===== src/hw/rtl/trihist_pkg.sv =====
`timescale 1ns / 1ps
// ----------------------------------------------------------------------------
// trihist_pkg
// Shared constants, command/status types and the gray conversion for the
// triangle threshold histogram block.
// ----------------------------------------------------------------------------
package trihist_pkg;

   localparam int CountWidth = 24;
   localparam int BinWidth   = 8;
   localparam int NumBins    = 256;
   localparam int ColorWidth = 24;
   localparam int DeltaWidth = CountWidth + 1;
   localparam int DxWidth    = BinWidth + 1;
   localparam int ProdWidth  = DeltaWidth + DxWidth;
   localparam int DiffWidth  = ProdWidth + 1;

   localparam logic [CountWidth-1:0] CountMax = {CountWidth{1'b1}};
   localparam logic [BinWidth-1:0]   MidBin   = BinWidth'(128);
   localparam logic [BinWidth-1:0]   TopBin   = BinWidth'(255);
   localparam logic [BinWidth-1:0]   LowBin   = '0;

   typedef struct packed {
      logic                rd_en;
      logic [BinWidth-1:0] rd_addr;
      logic                dist_mode;
      logic                setup;
      logic                clear;
   } trihist_cmd_type;

   typedef struct packed {
      logic                busy;
      logic [BinWidth-1:0] lo;
      logic [BinWidth-1:0] hi;
   } trihist_status_type;

   function automatic logic [BinWidth-1:0] gray_level(input logic [ColorWidth-1:0] rgb);
      logic [12:0] sum;
      sum = 13'(rgb[23:16]) * 13'd11 + 13'(rgb[15:8]) * 13'd16 + 13'(rgb[7:0]) * 13'd5;
      return sum[12:5];
   endfunction

endpackage


===== src/hw/rtl/trihist_ctrl.sv =====
`timescale 1ns / 1ps
// ----------------------------------------------------------------------------
// trihist_ctrl
// Sequencer for pixel collection, peak scan, distance scan and result
// handoff.
// ----------------------------------------------------------------------------
module trihist_ctrl
   import trihist_pkg::*;
(
   input  logic               clock,
   input  logic               reset,
   input  logic               req_valid,
   input  logic               req_last_pixel,
   output logic               req_stall,
   output logic               rsp_valid,
   input  logic               rsp_stall,
   input  trihist_status_type status,
   output trihist_cmd_type    cmd
);

   typedef enum logic [2:0] {
      ST_COLLECT,
      ST_FLUSH,
      ST_PEAK,
      ST_PEAK_DRAIN,
      ST_SETUP,
      ST_DIST,
      ST_DIST_DRAIN,
      ST_RESULT
   } state_type;

   state_type           state_ff, state_in;
   logic [BinWidth-1:0] ctr_ff, ctr_in;
   logic                req_stall_ff;
   logic                rsp_valid_ff;

   always_comb begin
      state_in = state_ff;
      ctr_in   = ctr_ff;
      unique case (state_ff)
         ST_COLLECT: begin
            if (req_valid && !req_stall_ff && req_last_pixel) begin
               state_in = ST_FLUSH;
            end
         end
         ST_FLUSH: begin
            state_in = ST_PEAK;
            ctr_in   = LowBin;
         end
         ST_PEAK: begin
            ctr_in = ctr_ff + BinWidth'(1);
            if (ctr_ff == TopBin) begin
               state_in = ST_PEAK_DRAIN;
            end
         end
         ST_PEAK_DRAIN: begin
            if (!status.busy) begin
               state_in = ST_SETUP;
            end
         end
         ST_SETUP: begin
            state_in = ST_DIST;
            ctr_in   = status.lo;
         end
         ST_DIST: begin
            if (ctr_ff == status.hi) begin
               state_in = ST_DIST_DRAIN;
            end else begin
               ctr_in = ctr_ff + BinWidth'(1);
            end
         end
         ST_DIST_DRAIN: begin
            if (!status.busy) begin
               state_in = ST_RESULT;
            end
         end
         ST_RESULT: begin
            if (!rsp_stall) begin
               state_in = ST_COLLECT;
            end
         end
         default: begin
            state_in = ST_COLLECT;
         end
      endcase
   end

   always_ff @(posedge clock) begin
      if (reset) begin
         state_ff     <= ST_COLLECT;
         ctr_ff       <= '0;
         req_stall_ff <= 1'b0;
         rsp_valid_ff <= 1'b0;
      end else begin
         state_ff     <= state_in;
         ctr_ff       <= ctr_in;
         req_stall_ff <= (state_in != ST_COLLECT);
         rsp_valid_ff <= (state_in == ST_RESULT);
      end
   end

   always_comb begin
      cmd.rd_en     = (state_ff == ST_PEAK) || (state_ff == ST_DIST);
      cmd.rd_addr   = ctr_ff;
      cmd.dist_mode = (state_ff == ST_DIST);
      cmd.setup     = (state_ff == ST_SETUP);
      // histogram is wiped while the result waits
      cmd.clear     = (state_ff == ST_RESULT);
   end

   assign req_stall = req_stall_ff;
   assign rsp_valid = rsp_valid_ff;

`ifndef SYNTH
   a_result_blocks_input: assert property (@(posedge clock) disable iff (reset)
      rsp_valid_ff |-> req_stall_ff)
      else $error("result pending while input open");

   a_last_closes_input: assert property (@(posedge clock) disable iff (reset)
      (req_valid && !req_stall_ff && req_last_pixel) |=> req_stall_ff)
      else $error("input still open after last pixel transfer");

   a_dist_in_range: assert property (@(posedge clock) disable iff (reset)
      (state_ff == ST_DIST) |-> ((ctr_ff >= status.lo) && (ctr_ff <= status.hi)))
      else $error("distance scan outside peak/edge span");

   a_drained_before_result: assert property (@(posedge clock) disable iff (reset)
      rsp_valid_ff |-> !status.busy)
      else $error("result shown while scan pipeline busy");
`endif

endmodule

===== config.mk =====
export PLATFORM = sky130hd
export DESIGN_NAME = trihist_ctrl
export DESIGN_NICKNAME = d
export VERILOG_FILES = /design/src/hw/rtl/trihist_pkg.sv /design/src/hw/rtl/trihist_ctrl.sv
export SDC_FILE = /design/constraint.sdc
export NUM_CORES = 1
export LEC_CHECK = 0
export BUFFER_PORTS_ARGS = -buffer_cell sky130_fd_sc_hd__buf_2
export CORE_UTILIZATION = 43
export DETAILED_ROUTE_END_ITERATION = 8
export PLACE_DENSITY = 0.72
export SLEW_MARGIN = 20
export SYNTH_ARGS = -nofsm -noshare
export SYNTH_HDL_FRONTEND = slang
export SYNTH_SLANG_ARGS = --single-unit

===== constraint.sdc =====
create_clock -name clock -period 1.6 [get_ports clock]
set_input_delay 0.24 -clock clock [delete_from_list [all_inputs] [get_ports clock]]
set_output_delay 0.24 -clock clock [all_outputs]
set_load 0.005 [all_outputs]

Word-level counts from Yosys, hierarchy flattened
Cells that the tools add are included.
{"block": "totals", "reg_bits": 13, "inputBits": 22, "output_inout_bits": 14, "word_cells": 33}
{"block": "classes", "addsub": 1, "n_eq_ne": 11, "muxes": 9, "reduce_logical": 8}
{"operator": "8-bit case mux with 4 select lines", "n": 1}
{"operator": "3-bit case mux with 8 select lines", "n": 1}
{"operator": "3-bit two-way mux", "n": 6}
{"operator": "3-bit equality test (second input constant)", "n": 5}
{"operator": "8-bit by 1-bit adder with 8-bit output (second input constant)", "n": 1}
{"operator": "8-bit equality test", "n": 1}
{"operator": "8-bit equality test (second input constant)", "n": 1}
{"operator": "8-bit two-way mux", "n": 1}
{"operator": "3-bit by 2-bit equality test with 1-bit output (second input constant)", "n": 2}
{"operator": "4-bit nonzero test", "n": 1}
{"operator": "3-bit by 1-bit equality test with 1-bit output (second input constant)", "n": 1}
{"operator": "3-bit zero test", "n": 1}
{"operator": "3-bit nonzero test", "n": 1}
{"operator": "1-bit logical AND", "n": 2}
{"operator": "2-bit inequality test (second input constant)", "n": 1}
{"operator": "2-bit AND reduction", "n": 1}
{"operator": "1-bit zero test", "n": 1}
{"operator": "1-bit logical OR", "n": 1}

Logic depth before layout (Yosys ltp)
Gate-level depths: netlist of run 1.
{"block": "depth", "depth_word": 6, "ltp_mapped": 8, "mapped_depth_nobuf": 7}

Least setup slack after synthesis of run 1
No wires, ideal clock.
{"block": "synth_path", "kind": "register -> register", "startpoint": "register ctr_ff[4]", "endpoint": "register ctr_ff[3]", "setup_time_ns": 0.140, "arrival_ns": 1.388, "required_ns": 1.460, "path_slack_ns": 0.072, "stages_incl_launch_ff": 8, "path_buffers": 2, "synth_period_minus_slack_ns": 1.528, "cell_sequence": "dfxtp_1 > buf_6 > xnor2_2 > nand4_1 > o31a_1 > buf_6 > a21oi_2 > a211oi_2"}
{"block": "synth_via", "elab_chain_cells": 3}
{"item": "start: declaration", "line": "trihist_ctrl.sv:33", "source": "logic [BinWidth-1:0] ctr_ff, ctr_in;"}
{"item": "start signal: assignment", "line": "trihist_ctrl.sv:96", "source": "ctr_ff <= ctr_in;"}
{"item": "8-bit equality test", "line": "trihist_ctrl.sv:66", "source": "if (ctr_ff == status.hi) begin"}
{"item": "2-bit inequality test (no line)"}
{"item": "2-bit AND reduction (no line)"}
Every way passes these cells.
A chain may end at the register's enable or synchronous reset.

Worst setup path after layout of run 1
{"block": "layout_path", "startpoint": "register ctr_ff[1]", "endpoint": "register ctr_ff[4]"}
{"block": "layout_via", "elab_chain_cells": 3, "elab_cells_between_ends": 6, "cone_classes": "1 x add/sub; 2 x eq/ne; 2 x mux; 1 x reduce/logical"}
{"item": "8-bit by 1-bit adder with 8-bit output or 8-bit equality test (tied branches)", "line": "trihist_ctrl.sv:51, trihist_ctrl.sv:69, trihist_ctrl.sv:66"}
{"item": "8-bit two-way mux or 2-bit inequality test (tied branches)"}
{"item": "8-bit case mux with 4 select lines or 2-bit AND reduction (tied branches)"}
Parallel ways exist; a longest one is shown, timed or not. The select of a mux whose other input is x is not followed.

==> results of run 1 <==
-- worst min path at each step --
stage                              to       start  slack (ps)
2_1_floorplan  state_ff[1]$_SDFF_PP0_       reset         310
3_3_place_gp   ctr_ff[5]$_SDFFE_PP0P_  status[13]         560
3_5_place_dp   ctr_ff[5]$_SDFFE_PP0P_  status[13]         580
4_1_cts        ctr_ff[5]$_SDFFE_PP0P_  status[13]         250
5_1_grt        state_ff[2]$_SDFF_PP0_  status[16]         260
6_report       ctr_ff[5]$_SDFFE_PP0P_  status[13]         250
-- metrics by stage --
| step | total power [mW] | hold slack, ps | setup WS, ps | cell area (µm²) |
|---|---|---|---|---|
| floorplan | 0.653 | 312 | 72.5 | 951 |
| global route | 1.10 | 257 | -76.0 | 1360 |
| detailed placement | 0.783 | 581 | 31.1 | 1260 |
| finish | 1.03 | 253 | 35.2 | 1360 |
| CTS | 1.02 | 250 | 17.3 | 1300 |
| global placement | 0.774 | 564 | 59.4 | 1260 |
-- power groups by stage --
stage          Combinational [mW]  Sequential, mW  Clock [mW]
6_report                    0.409           0.395       0.226
3_3_place_gp                0.380           0.394           0
3_5_place_dp                0.386           0.396           0
2_1_floorplan               0.260           0.394           0
4_1_cts                     0.389           0.392       0.235
5_1_grt                     0.446           0.402       0.253
-- final cells by class --
type	count	area (µm²)	area share, %
flip-flops and latches	13	272	20.0
clock inverters	1	5.00	0.369
multi-input cells	85	637	46.9
well taps	27	33.8	2.49
clock buffers	3	22.5	1.66
inverters	6	25.0	1.84
repair buffers	60	363	26.7
-- synth_stat cells (all sizes together) (2+ instances only) --
cell type	n	share of area, %
xnor2	10	10
a211oi	3	3.9
a21oi	10	6.1
a311oi	2	3.2
nand4	3	2.0
nand2b	3	2.0
nand2	10	3.9
buf	5	5.1
dfxtp	13	27
inv	6	2.4
o32ai	2	1.8
nand3b	2	2.9
a21boi	2	1.6
nor2	8	3.4
a22oi	2	1.6
nand3	3	1.6
o21ai	8	4.2
-- what timing repair did --
action | 4_1_cts | 5_1_grt
setup endpoints to repair | 3 | 12
endpoints found under the hold margin | 0 | 0
setup buffers | 1 | 4
pin swaps | 1 | 4
gates resized for setup | 3 | 10
-- cell families (layout without fill, tap and decap cells) --
family,count (synthesis),after routing,synth area share [%]
compound gates,36,36,30.0
xor+xnor,10,10,10.0
fa+ha+maj,1,1,1.32
buf+inv,12,70,7.89
flops,13,13,27.4
mux,1,1,1.05
simple gates,37,37,22.4
-- layer usage --
layer / global-route usage (%) / part of all wire, %
met3: 3.12 / 5.1
met4: 11.8 / 2.5
met1: 27.9 / 46
met2: 38.9 / 47
met5: 0 / 0
-- sequential cells by signal (all words and copies together) (netlist names) --
name / flops
req_stall: 1
ctr_ff: 8
state_ff: 3
rsp_valid: 1
-- critical path: cells and delay by family, from the launching register on --
kind,cells,cell delay [ps]
AO/OA/AOI/OAI,3,590
flip-flops,1,390
buffers and inverters,1,170
XOR/XNOR,1,130
AND/OR/NAND/NOR,1,180
-- layout by cell type, fill, tap and decap left out, types with 2 or more instances in the layout --
master	Yosys	final
sky130_fd_sc_hd__a211oi_2	3	3
sky130_fd_sc_hd__a21boi_0	2	2
sky130_fd_sc_hd__a21oi_1	8	8
sky130_fd_sc_hd__a22oi_1	2	2
sky130_fd_sc_hd__a311oi_2	2	2
sky130_fd_sc_hd__buf_2	0	35
sky130_fd_sc_hd__buf_4	2	25
sky130_fd_sc_hd__clkbuf_4	0	3
sky130_fd_sc_hd__dfxtp_1	13	6
sky130_fd_sc_hd__dfxtp_2	0	6
sky130_fd_sc_hd__inv_1	4	4
sky130_fd_sc_hd__nand2_1	10	10
sky130_fd_sc_hd__nand2b_1	3	3
sky130_fd_sc_hd__nand3_1	3	3
sky130_fd_sc_hd__nand4_1	3	3
sky130_fd_sc_hd__nor2_1	7	6
sky130_fd_sc_hd__o21ai_0	7	7
sky130_fd_sc_hd__o32ai_1	2	2
sky130_fd_sc_hd__xnor2_1	9	9
==> load_flow_metrics.sql, run 1 <==
INSERT INTO impl_metrics (metric_group, metric, value, unit) VALUES
('run_status', 'run_status', 'finished, final reports clean', ''),
('grt', 'grt_start_max_net_pins', '15', ''),
('setup_path', 'worstSetupStartpointType', 'flop', ''),
('grt', 'antenna_found_initial', '0', ''),
('setup_path', 'cp-endpoint', 'ctr_ff[4]$_SDFFE_PP0P_', ''),
('yosys', 'syn-instance-count', '110', ''),
('power_and_ir_drop', 'pwr_density_cell', '759', 'mW/mm²'),
('routing', 'drt_drc_violations_left', '0', ''),
('sta', 'timing.clock.skew', '13.9', 'ps'),
('power_and_ir_drop', 'pwr-share-clk', '21.9', '%'),
('grt', 'grt_pass1_wl', '4180', 'µm'),
('power_and_ir_drop', 'seqPwrFrac', '38.4', '%'),
('floorplan', 'num_io_pins', '36', ''),
('setup_path', 'worst_path_slowest_cell', 'sky130_fd_sc_hd__dfxtp_2', ''),
('yosys', 'edff_count_synth', '0', ''),
('routing', 'dr_iter_0_viols', '26', ''),
('routing', 'final_routed_wire_length_divided_by_cell_count', '13.1', 'µm'),
('setup_path', 'critical_path_peak_fanout', '8', ''),
('routing', 'antenna_left', '0', ''),
('setup_path', 'critPathLaunch', 'ctr_ff[1]$_SDFFE_PP0P_', ''),
('layout', 'stdcell_count', '195', ''),
('layout', 'antennaDiodeCount', '0', ''),
('yosys', 'yosysUniqueCellTypes', '42', ''),
('yosys', 'synth_area_per_cell', '8.64', 'µm²'),
('setup_path', 'path_class', 'flop to flop', ''),
('yosys', 'synth_fp_nets', '133', ''),
('setup_path', 'path_cells', 'xnor2_1 > nand4_1 > o31a_1 > buf_4 > o311a_2 > o31ai_2', ''),
('clock_tree', 'tritoncts_num_sinks', '13', ''),
('clock_tree', 'cts_max_path_buffers', '2', ''),
('sta', 'fin_crit', '1560', 'ps'),
('grt', 'grt.total_usage', '22.8', '%'),
('yosys', 'ys.warnings.count', '0', ''),
('floorplan', 'floorplan.rows', '16', ''),
('grt', 'grt_pass1_vias', '976', ''),
('layout', 'final_layout_size_suffix_gt1_share', '53.6', '%'),
('setup_path', 'timing.rr.end', 'ctr_ff[4]$_SDFFE_PP0P_', ''),
('sta', 'slew_violations', '0', ''),
('sta', 'tns', '0', 'ps'),
('layout', 'layout.filler_cells', '184', ''),
('sta', 'relSlewSlack', '78.1', '%'),
('floorplan', 'initial_utilization', '47.0', '%'),
('floorplan', 'die-area', '0.00240', 'mm²'),
('clock_tree', 'worst_skew_pair.late_latency', '300', 'ps'),
('floorplan', 'core_area', '0.00202', 'mm²'),
('sta', 'tightestPinTransition', '328', 'ps'),
('sta', 'timing.final.hold_violations', '0', ''),
('place', 'i_o_buffers', '35', ''),
('layout', 'final_nets', '192', ''),
('clock_tree', 'htreeDepth', '1', ''),
('clock_tree', 'cts_made_buffers', '3', ''),
('setup_path', 'reg2regPathDepth', '6', ''),
('routing', 'first_pass_iters', '4', ''),
('setup_path', 'regToRegStartpoint', 'ctr_ff[1]$_SDFFE_PP0P_', ''),
('layout', 'syn2layout_area_growth', '42.8', '%'),
('sta', 'timing.final.setup_violations', '0', ''),
('worst_hold_path', 'hold_path_depth', '3', ''),
('setup_path', 'worst_ep_arrival_time', '1780', 'ps'),
('power_and_ir_drop', 'internal-power', '0.668', 'mW'),
('yosys', 'ys_seq_elements', '13', ''),
('place', 'dp_hpwl', '1920', 'µm'),
('yosys', 'async_flop_share', '0', '%'),
('setup_path', 'setup.reg_to_reg.worst_slack', '40', 'ps'),
('place', 'dp_cells', '186', ''),
('clock_tree', 'hold_buffers', '0', ''),
('floorplan', 'fp.dieW', '49.0', 'µm'),
('layout', 'fin_util', '67.1', '%'),
('yosys', 'yosys_most_used_dff', 'sky130_fd_sc_hd__dfxtp_1', ''),
('sta', 'fmax', '639', 'MHz'),
('routing', 'via_per_inst', '5.44', ''),
('clock_tree', 'cts.root.buffer_cell', 'sky130_fd_sc_hd__clkbuf_4', ''),
('power_and_ir_drop', 'sw_frac_of_total', '35.1', '%');
No activity file was read; power rests on OpenSTA's default activity.
==> inputs of run 2 (changes only) <==
--- a/config.mk
+++ b/config.mk
@@ -6,9 +6,8 @@
 export NUM_CORES = 1
 export LEC_CHECK = 0
 export BUFFER_PORTS_ARGS = -buffer_cell sky130_fd_sc_hd__buf_2
-export CORE_UTILIZATION = 43
+export CORE_UTILIZATION = 35
 export DETAILED_ROUTE_END_ITERATION = 8
-export PLACE_DENSITY = 0.72
 export SLEW_MARGIN = 20
 export SYNTH_ARGS = -nofsm -noshare
 export SYNTH_HDL_FRONTEND = slang
==> load_flow_metrics.sql, run 2 (same netlist as run 1, synthesis figures left out) <==
INSERT INTO impl_metrics (metric_group, metric, value, unit) VALUES
('run_status', 'run_status', 'finished, final reports clean', ''),
('setup_path', 'reg2regPathDepth', '6', ''),
('grt', 'grt_start_max_net_pins', '15', ''),
('setup_path', 'critPathCaptureType', 'flop', ''),
('floorplan', 'fp.dieW', '54.1', 'µm'),
('routing', 'dr_iter_0_viols', '21', ''),
('clock_tree', 'worst_skew_pair.late_latency', '270', 'ps'),
('power_and_ir_drop', 'comb_power_share', '41.9', '%'),
('layout', 'largestRegisters', 'ctr_ff x8, state_ff x3', ''),
('floorplan', 'die_y', '54.1', 'µm'),
('grt', 'grt_pass1_wl', '3880', 'µm'),
('place', 'dp_hpwl', '2020', 'µm'),
('clock_tree', 'cts_tree', 'yes', ''),
('setup_path', 'worstSetupStartpointType', 'flop', ''),
('sta', 'slew_violations', '0', ''),
('sta', 'fin_crit', '1590', 'ps'),
('routing', 'vias', '1065', ''),
('routing', 'postRouteWirelength', '2630', 'µm'),
('grt', 'grt.total_usage', '18.9', '%'),
('layout', 'commonest_non_fill_non_tap_cell_in_the_layout', 'sky130_fd_sc_hd__buf_2', ''),
('power_and_ir_drop', 'vdd.ir_drop.worst', '445', 'µV'),
('sta', 'timing.final.hold_violations', '0', ''),
('clock_tree', 'htreeDepth', '1', ''),
('clock_tree', 'reg_clk_slew_reported_paths', '70', 'ps'),
('place', 'final_weighted_congestion_of_routability_driven_global_placement', '0.806', ''),
('job', 'maxCapViolCount', '0', ''),
('setup_path', 'cp.buffers_inverters', '1', ''),
('sta', 'min_period_over_period', '99.2', '%'),
('routing', 'first_pass_iters', '4', ''),
('power_and_ir_drop', 'seqPwrFrac', '38.9', '%'),
('setup_path', 'cp-endpoint', 'ctr_ff[4]$_SDFFE_PP0P_', ''),
('setup_path', 'cpLargestDelayFamily', 'compound AO/OA/AOI/OAI gates', ''),
('clock_tree', 'hold_buffers', '0', ''),
('grt', 'overflow', '0', ''),
('setup_path', 'worst_ep_arrival_time', '1770', 'ps'),
('floorplan', 'die-area', '0.00293', 'mm²'),
('layout', 'final_nets', '193', ''),
('layout', 'syn2layout_area_growth', '44.9', '%'),
('grt', 'grt_pass1_vias', '946', ''),
('layout', 'stdcell_count', '199', ''),
('power_and_ir_drop', 'cellLeakagePower', '0.605', 'nW'),
('setup_path', 'regToRegStartpoint', 'ctr_ff[4]$_SDFFE_PP0P_', ''),
('setup_path', 'critPathLaunch', 'ctr_ff[4]$_SDFFE_PP0P_', ''),
('power_and_ir_drop', 'reported_net_switching_power', '0.334', 'mW'),
('floorplan', 'core_area', '0.00252', 'mm²'),
('floorplan', 'initial_utilization', '37.7', '%'),
('floorplan', 'num_io_pins', '36', ''),
('clock_tree', 'tritoncts_num_sinks', '13', ''),
('power_and_ir_drop', 'pwr-share-clk', '19.2', '%'),
('layout', 'regMostFlops', 'ctr_ff', ''),
('sta', 'timing.clock.skew', '1.10', 'ps'),
('sta', 'fmax', '630', 'MHz'),
('layout', 'layout_common_cells', 'sky130_fd_sc_hd__buf_2 (35), sky130_fd_sc_hd__buf_4 (24), sky130_fd_sc_hd__nand2_1 (10)', ''),
('routing', 'via_per_inst', '5.35', ''),
('sta', 'relSlewSlack', '77.0', '%'),
('layout', 'number_of_flip_flops_in_the_largest_register', '8', ''),
('clock_tree', 'cts_max_path_buffers', '2', ''),
('routing', 'antenna_left', '0', ''),
('setup_path', 'worst_path_slowest_cell', 'sky130_fd_sc_hd__o31a_1', ''),
('setup_path', 'worst_ep_required_time', '1790', 'ps'),
('sta', 'timing.final.setup_violations', '0', ''),
('power_and_ir_drop', 'internal-power', '0.687', 'mW'),
('setup_path', 'path_depth', '6', ''),
('sta', 'tightestPinTransition', '345', 'ps'),
('routing', 'drt_drc_violations_left', '0', ''),
('setup_path', 'timing.critical_path.slowest_cell_delay', '370', 'ps'),
('clock_tree', 'cts.root.buffer_cell', 'sky130_fd_sc_hd__clkbuf_4', ''),
('layout', 'fin_util', '54.6', '%'),
('setup_path', 'critical_path_peak_fanout', '8', ''),
('power_and_ir_drop', 'pwr_density_cell', '741', 'mW/mm²'),
('place', 'i_o_buffers', '35', ''),
('floorplan', 'floorplan.rows', '18', ''),
('worst_hold_path', 'min-delay-path-class', 'input port to flop', ''),
('clock_tree', 'cts_made_buffers', '3', ''),
('layout', 'final_layout_size_suffix_gt1_share', '53.3', '%'),
('routing', 'final_routed_wire_length_divided_by_cell_count', '13.2', 'µm'),
('grt', 'antenna_found_initial', '0', ''),
('place', 'dp_cells', '188', ''),
('setup_path', 'setup.reg_to_reg.worst_slack', '10', 'ps'),
('setup_path', 'timing.rr.end', 'ctr_ff[4]$_SDFFE_PP0P_', ''),
('setup_path', 'path_class', 'flop to flop', ''),
('setup_path', 'path_cells', 'xnor2_2 > nand4_1 > o31a_1 > buf_6 > o311a_2 > o31ai_2', ''),
('layout', 'antennaDiodeCount', '0', ''),
('power_and_ir_drop', 'sw_frac_of_total', '32.7', '%');
run 2: cell types whose count changed in the layout (fill, tap and decap cells not counted), sizes merged:
cell and change:
clkbuf +1, buf +1, clkinv -1
run 2: metrics by stage:
stage,worst slack (ps),hold slack (ps),total power [mW],TNS (ps),area [µm²]
final,13.1,285,1.02,0,1380
after global routing,-62.9,294,1.09,-349,1380
after CTS,5.61,273,1.00,0,1320
after detailed placement,-18.0,569,0.787,-19.7,1270
after global placement,65.0,547,0.779,0,1270
after floorplan,72.5,312,0.653,0,951
run 2: final cells by class:
class                           count  area [µm²]
Fill cell                         242        1140
Multi-Input combinational cell     85         628
Timing Repair Buffer               61         387
Sequential cell                    13         277
Tap cell                           30        37.5
Clock buffer                        4        26.3
Inverter                            6        22.5
run 2: worst min path at each step:
stage	from	to	slack, ps	cells past startpoint
floorplan	reset	state_ff[1]$_SDFF_PP0_	310	1
global placement	status[14]	ctr_ff[6]$_SDFFE_PP0P_	550	3
detailed placement	status[14]	ctr_ff[6]$_SDFFE_PP0P_	570	3
CTS	status[14]	ctr_ff[6]$_SDFFE_PP0P_	270	3
global route	status[14]	ctr_ff[6]$_SDFFE_PP0P_	290	3
finish	status[14]	ctr_ff[6]$_SDFFE_PP0P_	280	3
run 2: tightest hold or removal path, stage by stage:
cell and delay [ps]:
sky130_fd_sc_hd__buf_2 100, sky130_fd_sc_hd__nand2_1 70, sky130_fd_sc_hd__a311oi_2 90
run 2: layer usage:
layer	track usage, %	vias up	part of all wire [%]
met5	0	-	0
met4	8.55	0	0.95
met3	3.67	4	5.5
met2	31.5	38	48
met1	23.2	498	45
li1	-	525	-
run 2: what timing repair did:
item                                    4_1_cts  5_1_grt
buffers inserted                              2        5
endpoints found under the setup margin        4       10
pin swaps                                     0        3
resized for setup                             6        8
run 2: power groups by stage:
stage | Combinational [mW] | Clock (mW) | Sequential (mW)
after CTS | 0.401 | 0.208 | 0.393
after floorplan | 0.260 | 0 | 0.394
after global routing | 0.462 | 0.223 | 0.403
after global placement | 0.378 | 0 | 0.400
after detailed placement | 0.386 | 0 | 0.402
final | 0.428 | 0.196 | 0.397
==> inputs of run 3 (changes only) <==
==> constraint.sdc (replaced) <==
create_clock -name clock -period 1.8 [get_ports clock]
set_input_delay 0.27 -clock clock [delete_from_list [all_inputs] [get_ports clock]]
set_output_delay 0.27 -clock clock [all_outputs]
set_load 0.005 [all_outputs]
==> load_flow_metrics.sql, run 3 (same netlist as run 1, synthesis figures left out) <==
INSERT INTO impl_metrics (metric_group, metric, value, unit) VALUES
('floorplan', 'fp.dieW', '54.1', 'µm'),
('floorplan', 'die-area', '0.00293', 'mm²'),
('layout', 'regMostFlops', 'ctr_ff', ''),
('sta', 'timing.final.setup_violations', '0', ''),
('routing', 'drt_drc_violations_left', '0', ''),
('floorplan', 'floorplan.rows', '18', ''),
('layout', 'antennaDiodeCount', '0', ''),
('power_and_ir_drop', 'sw_frac_of_total', '34.8', '%'),
('clock_tree', 'worst_skew_pair.late_latency', '280', 'ps'),
('grt', 'grt.total_usage', '18.4', '%'),
('setup_path', 'worstSetupStartpointType', 'flop', ''),
('clock_tree', 'reg_clk_slew_reported_paths', '90', 'ps'),
('grt', 'antenna_found_initial', '0', ''),
('routing', 'first_pass_iters', '4', ''),
('floorplan', 'die_y', '54.1', 'µm'),
('layout', 'largestRegisters', 'ctr_ff x8, state_ff x3', ''),
('clock_tree', 'cts.root.buffer_cell', 'sky130_fd_sc_hd__clkbuf_4', ''),
('setup_path', 'critPathCaptureType', 'flop', ''),
('sta', 'unrepaired_setup_endpoints_after_global_routing', 'false', ''),
('grt', 'grt_pass1_vias', '884', ''),
('layout', 'fin_area', '0.00122', 'mm²'),
('floorplan', 'core_area', '0.00252', 'mm²'),
('routing', 'antenna_left', '0', ''),
('power_and_ir_drop', 'reported_net_switching_power', '0.293', 'mW'),
('layout', 'stdcell_count', '183', ''),
('routing', 'vias', '972', ''),
('place', 'dp_cells', '177', ''),
('place', 'placed_instance_area', '0.00117', 'mm²'),
('routing', 'postRouteWirelength', '2500', 'µm'),
('place', 'dp_hpwl', '1870', 'µm'),
('routing', 'via_per_inst', '5.31', ''),
('sta', 'tightestPinTransition', '428', 'ps'),
('clock_tree', 'cts_made_buffers', '3', ''),
('place', 'i_o_buffers', '35', ''),
('sta', 'timing.clock.skew', '5.31', 'ps'),
('routing', 'final_routed_wire_length_divided_by_cell_count', '13.7', 'µm'),
('power_and_ir_drop', 'comb_power_share', '36.0', '%'),
('power_and_ir_drop', 'internal-power', '0.548', 'mW'),
('grt', 'grt_pass1_wl', '3850', 'µm'),
('clock_tree', 'hold_buffers', '0', ''),
('power_and_ir_drop', 'pwr_density_cell', '689', 'mW/mm²'),
('layout', 'number_of_flip_flops_in_the_largest_register', '8', ''),
('clock_tree', 'cts_max_path_buffers', '2', ''),
('layout', 'final_nets', '177', ''),
('setup_path', 'path_class', 'flop to flop', ''),
('setup_path', 'worst_ep_required_time', '2000', 'ps'),
('setup_path', 'worst_ep_arrival_time', '1920', 'ps'),
('power_and_ir_drop', 'cellLeakagePower', '0.524', 'nW'),
('grt', 'overflow', '0', ''),
('layout', 'layout.filler_cells', '251', ''),
('layout', 'commonest_non_fill_non_tap_cell_in_the_layout', 'sky130_fd_sc_hd__buf_2', ''),
('layout', 'syn2layout_area_growth', '28.4', '%'),
('sta', 'fmax', '580', 'MHz'),
('floorplan', 'initial_utilization', '37.7', '%'),
('job', 'maxCapViolCount', '0', ''),
('power_and_ir_drop', 'seqPwrFrac', '41.8', '%'),
('routing', 'dr_iter_0_viols', '20', ''),
('sta', 'relSlewSlack', '71.4', '%'),
('clock_tree', 'tritoncts_num_sinks', '13', ''),
('sta', 'min_period_over_period', '95.8', '%'),
('sta', 'fin_crit', '1720', 'ps'),
('layout', 'layout_common_cells', 'sky130_fd_sc_hd__buf_2 (35), sky130_fd_sc_hd__dfxtp_1 (13), sky130_fd_sc_hd__nand2_1 (10), sky130_fd_sc_hd__buf_4 (10), sky130_fd_sc_hd__xnor2_1 (9)', ''),
('clock_tree', 'htreeDepth', '1', ''),
('run_status', 'run_status', 'finished, final reports clean', ''),
('setup_path', 'critical_path_peak_fanout', '14', ''),
('power_and_ir_drop', 'pwr-share-clk', '22.2', '%'),
('power_and_ir_drop', 'vdd.ir_drop.worst', '384', 'µV'),
('worst_hold_path', 'min-delay-path-class', 'input port to flop', ''),
('floorplan', 'num_io_pins', '36', ''),
('sta', 'slew_violations', '0', ''),
('place', 'final_weighted_congestion_of_routability_driven_global_placement', '0.862', ''),
('grt', 'grt_start_max_net_pins', '15', ''),
('layout', 'final_layout_size_suffix_gt1_share', '43.1', '%'),
('clock_tree', 'cts_tree', 'yes', ''),
('sta', 'timing.final.hold_violations', '0', '');
[run 3: critical path: stages, from the launching register on]
cell and delay, ps:
sky130_fd_sc_hd__dfxtp_1 480, sky130_fd_sc_hd__xnor2_1 160, sky130_fd_sc_hd__nand4_1 180, sky130_fd_sc_hd__o31a_2 480, sky130_fd_sc_hd__o311a_2 180, sky130_fd_sc_hd__o31ai_2 180
[run 3: power by group through the flow]
stage          Sequential, mW  Clock, mW  Combinational (mW)
2_1_floorplan           0.350          0               0.231
3_3_place_gp            0.357          0               0.293
4_1_cts                 0.352      0.194               0.300
3_5_place_dp            0.359          0               0.296
6_report                0.352      0.186               0.303
5_1_grt                 0.357      0.209               0.332
[run 3: metrics by stage]
| step | power, mW | worst slack, ps | hold WS, ps | setup TNS (ps) | utilization [%] |
|---|---|---|---|---|---|
| 4_1_cts | 0.845 | 77.2 | 294 | 0 | 47.5 |
| 5_1_grt | 0.898 | 3.56 | 310 | 0 | 48.4 |
| 2_1_floorplan | 0.581 | 272 | 342 | 0 | - |
| 3_3_place_gp | 0.650 | 23.3 | 571 | 0 | 46.4 |
| 6_report | 0.841 | 75.9 | 302 | 0 | 48.4 |
| 3_5_place_dp | 0.655 | -48.1 | 569 | -111 | 46.4 |
[run 3: repair_timing]
action | in CTS | in global routing
buffers inserted | 0 | 2
gates cloned | 0 | 0
pin swaps | 0 | 1
setup endpoints to repair | 4 | 2
resized for setup | 1 | 1
[run 3: routing by layer]
layer | track usage (%) | vias to the layer above | part of all wire (%)
li1 | - | 489 | -
met1 | 23.0 | 432 | 45
met2 | 30.1 | 49 | 46
met3 | 3.95 | 2 | 8.1
met4 | 7.69 | 0 | 0.84
met5 | 0 | - | 0
[run 3: worst paths after layout]
| path | start | endpoint | slack, ps | depth (start not counted) |
|---|---|---|---|---|
| setup / recovery | ctr_ff[0]$_SDFFE_PP0P_ | ctr_ff[4]$_SDFFE_PP0P_ | 80 | 5 |
| setup reg to reg | ctr_ff[0]$_SDFFE_PP0P_ | ctr_ff[4]$_SDFFE_PP0P_ | 80 | 5 |
| hold reg to reg | ctr_ff[7]$_SDFFE_PP0P_ | ctr_ff[7]$_SDFFE_PP0P_ | 590 | 2 |
| hold / removal | status[14] | ctr_ff[6]$_SDFFE_PP0P_ | 300 | 3 |
[run 3: final cells by class]
class	instances	area [µm²]	area share, %
Sequential cell	13	260	21.3
Multi-Input combinational cell	85	624	51.1
Tap cell	30	37.5	3.07
Timing Repair Buffer	45	250	20.5
Clock buffer	4	26.3	2.15
Inverter	6	22.5	1.84
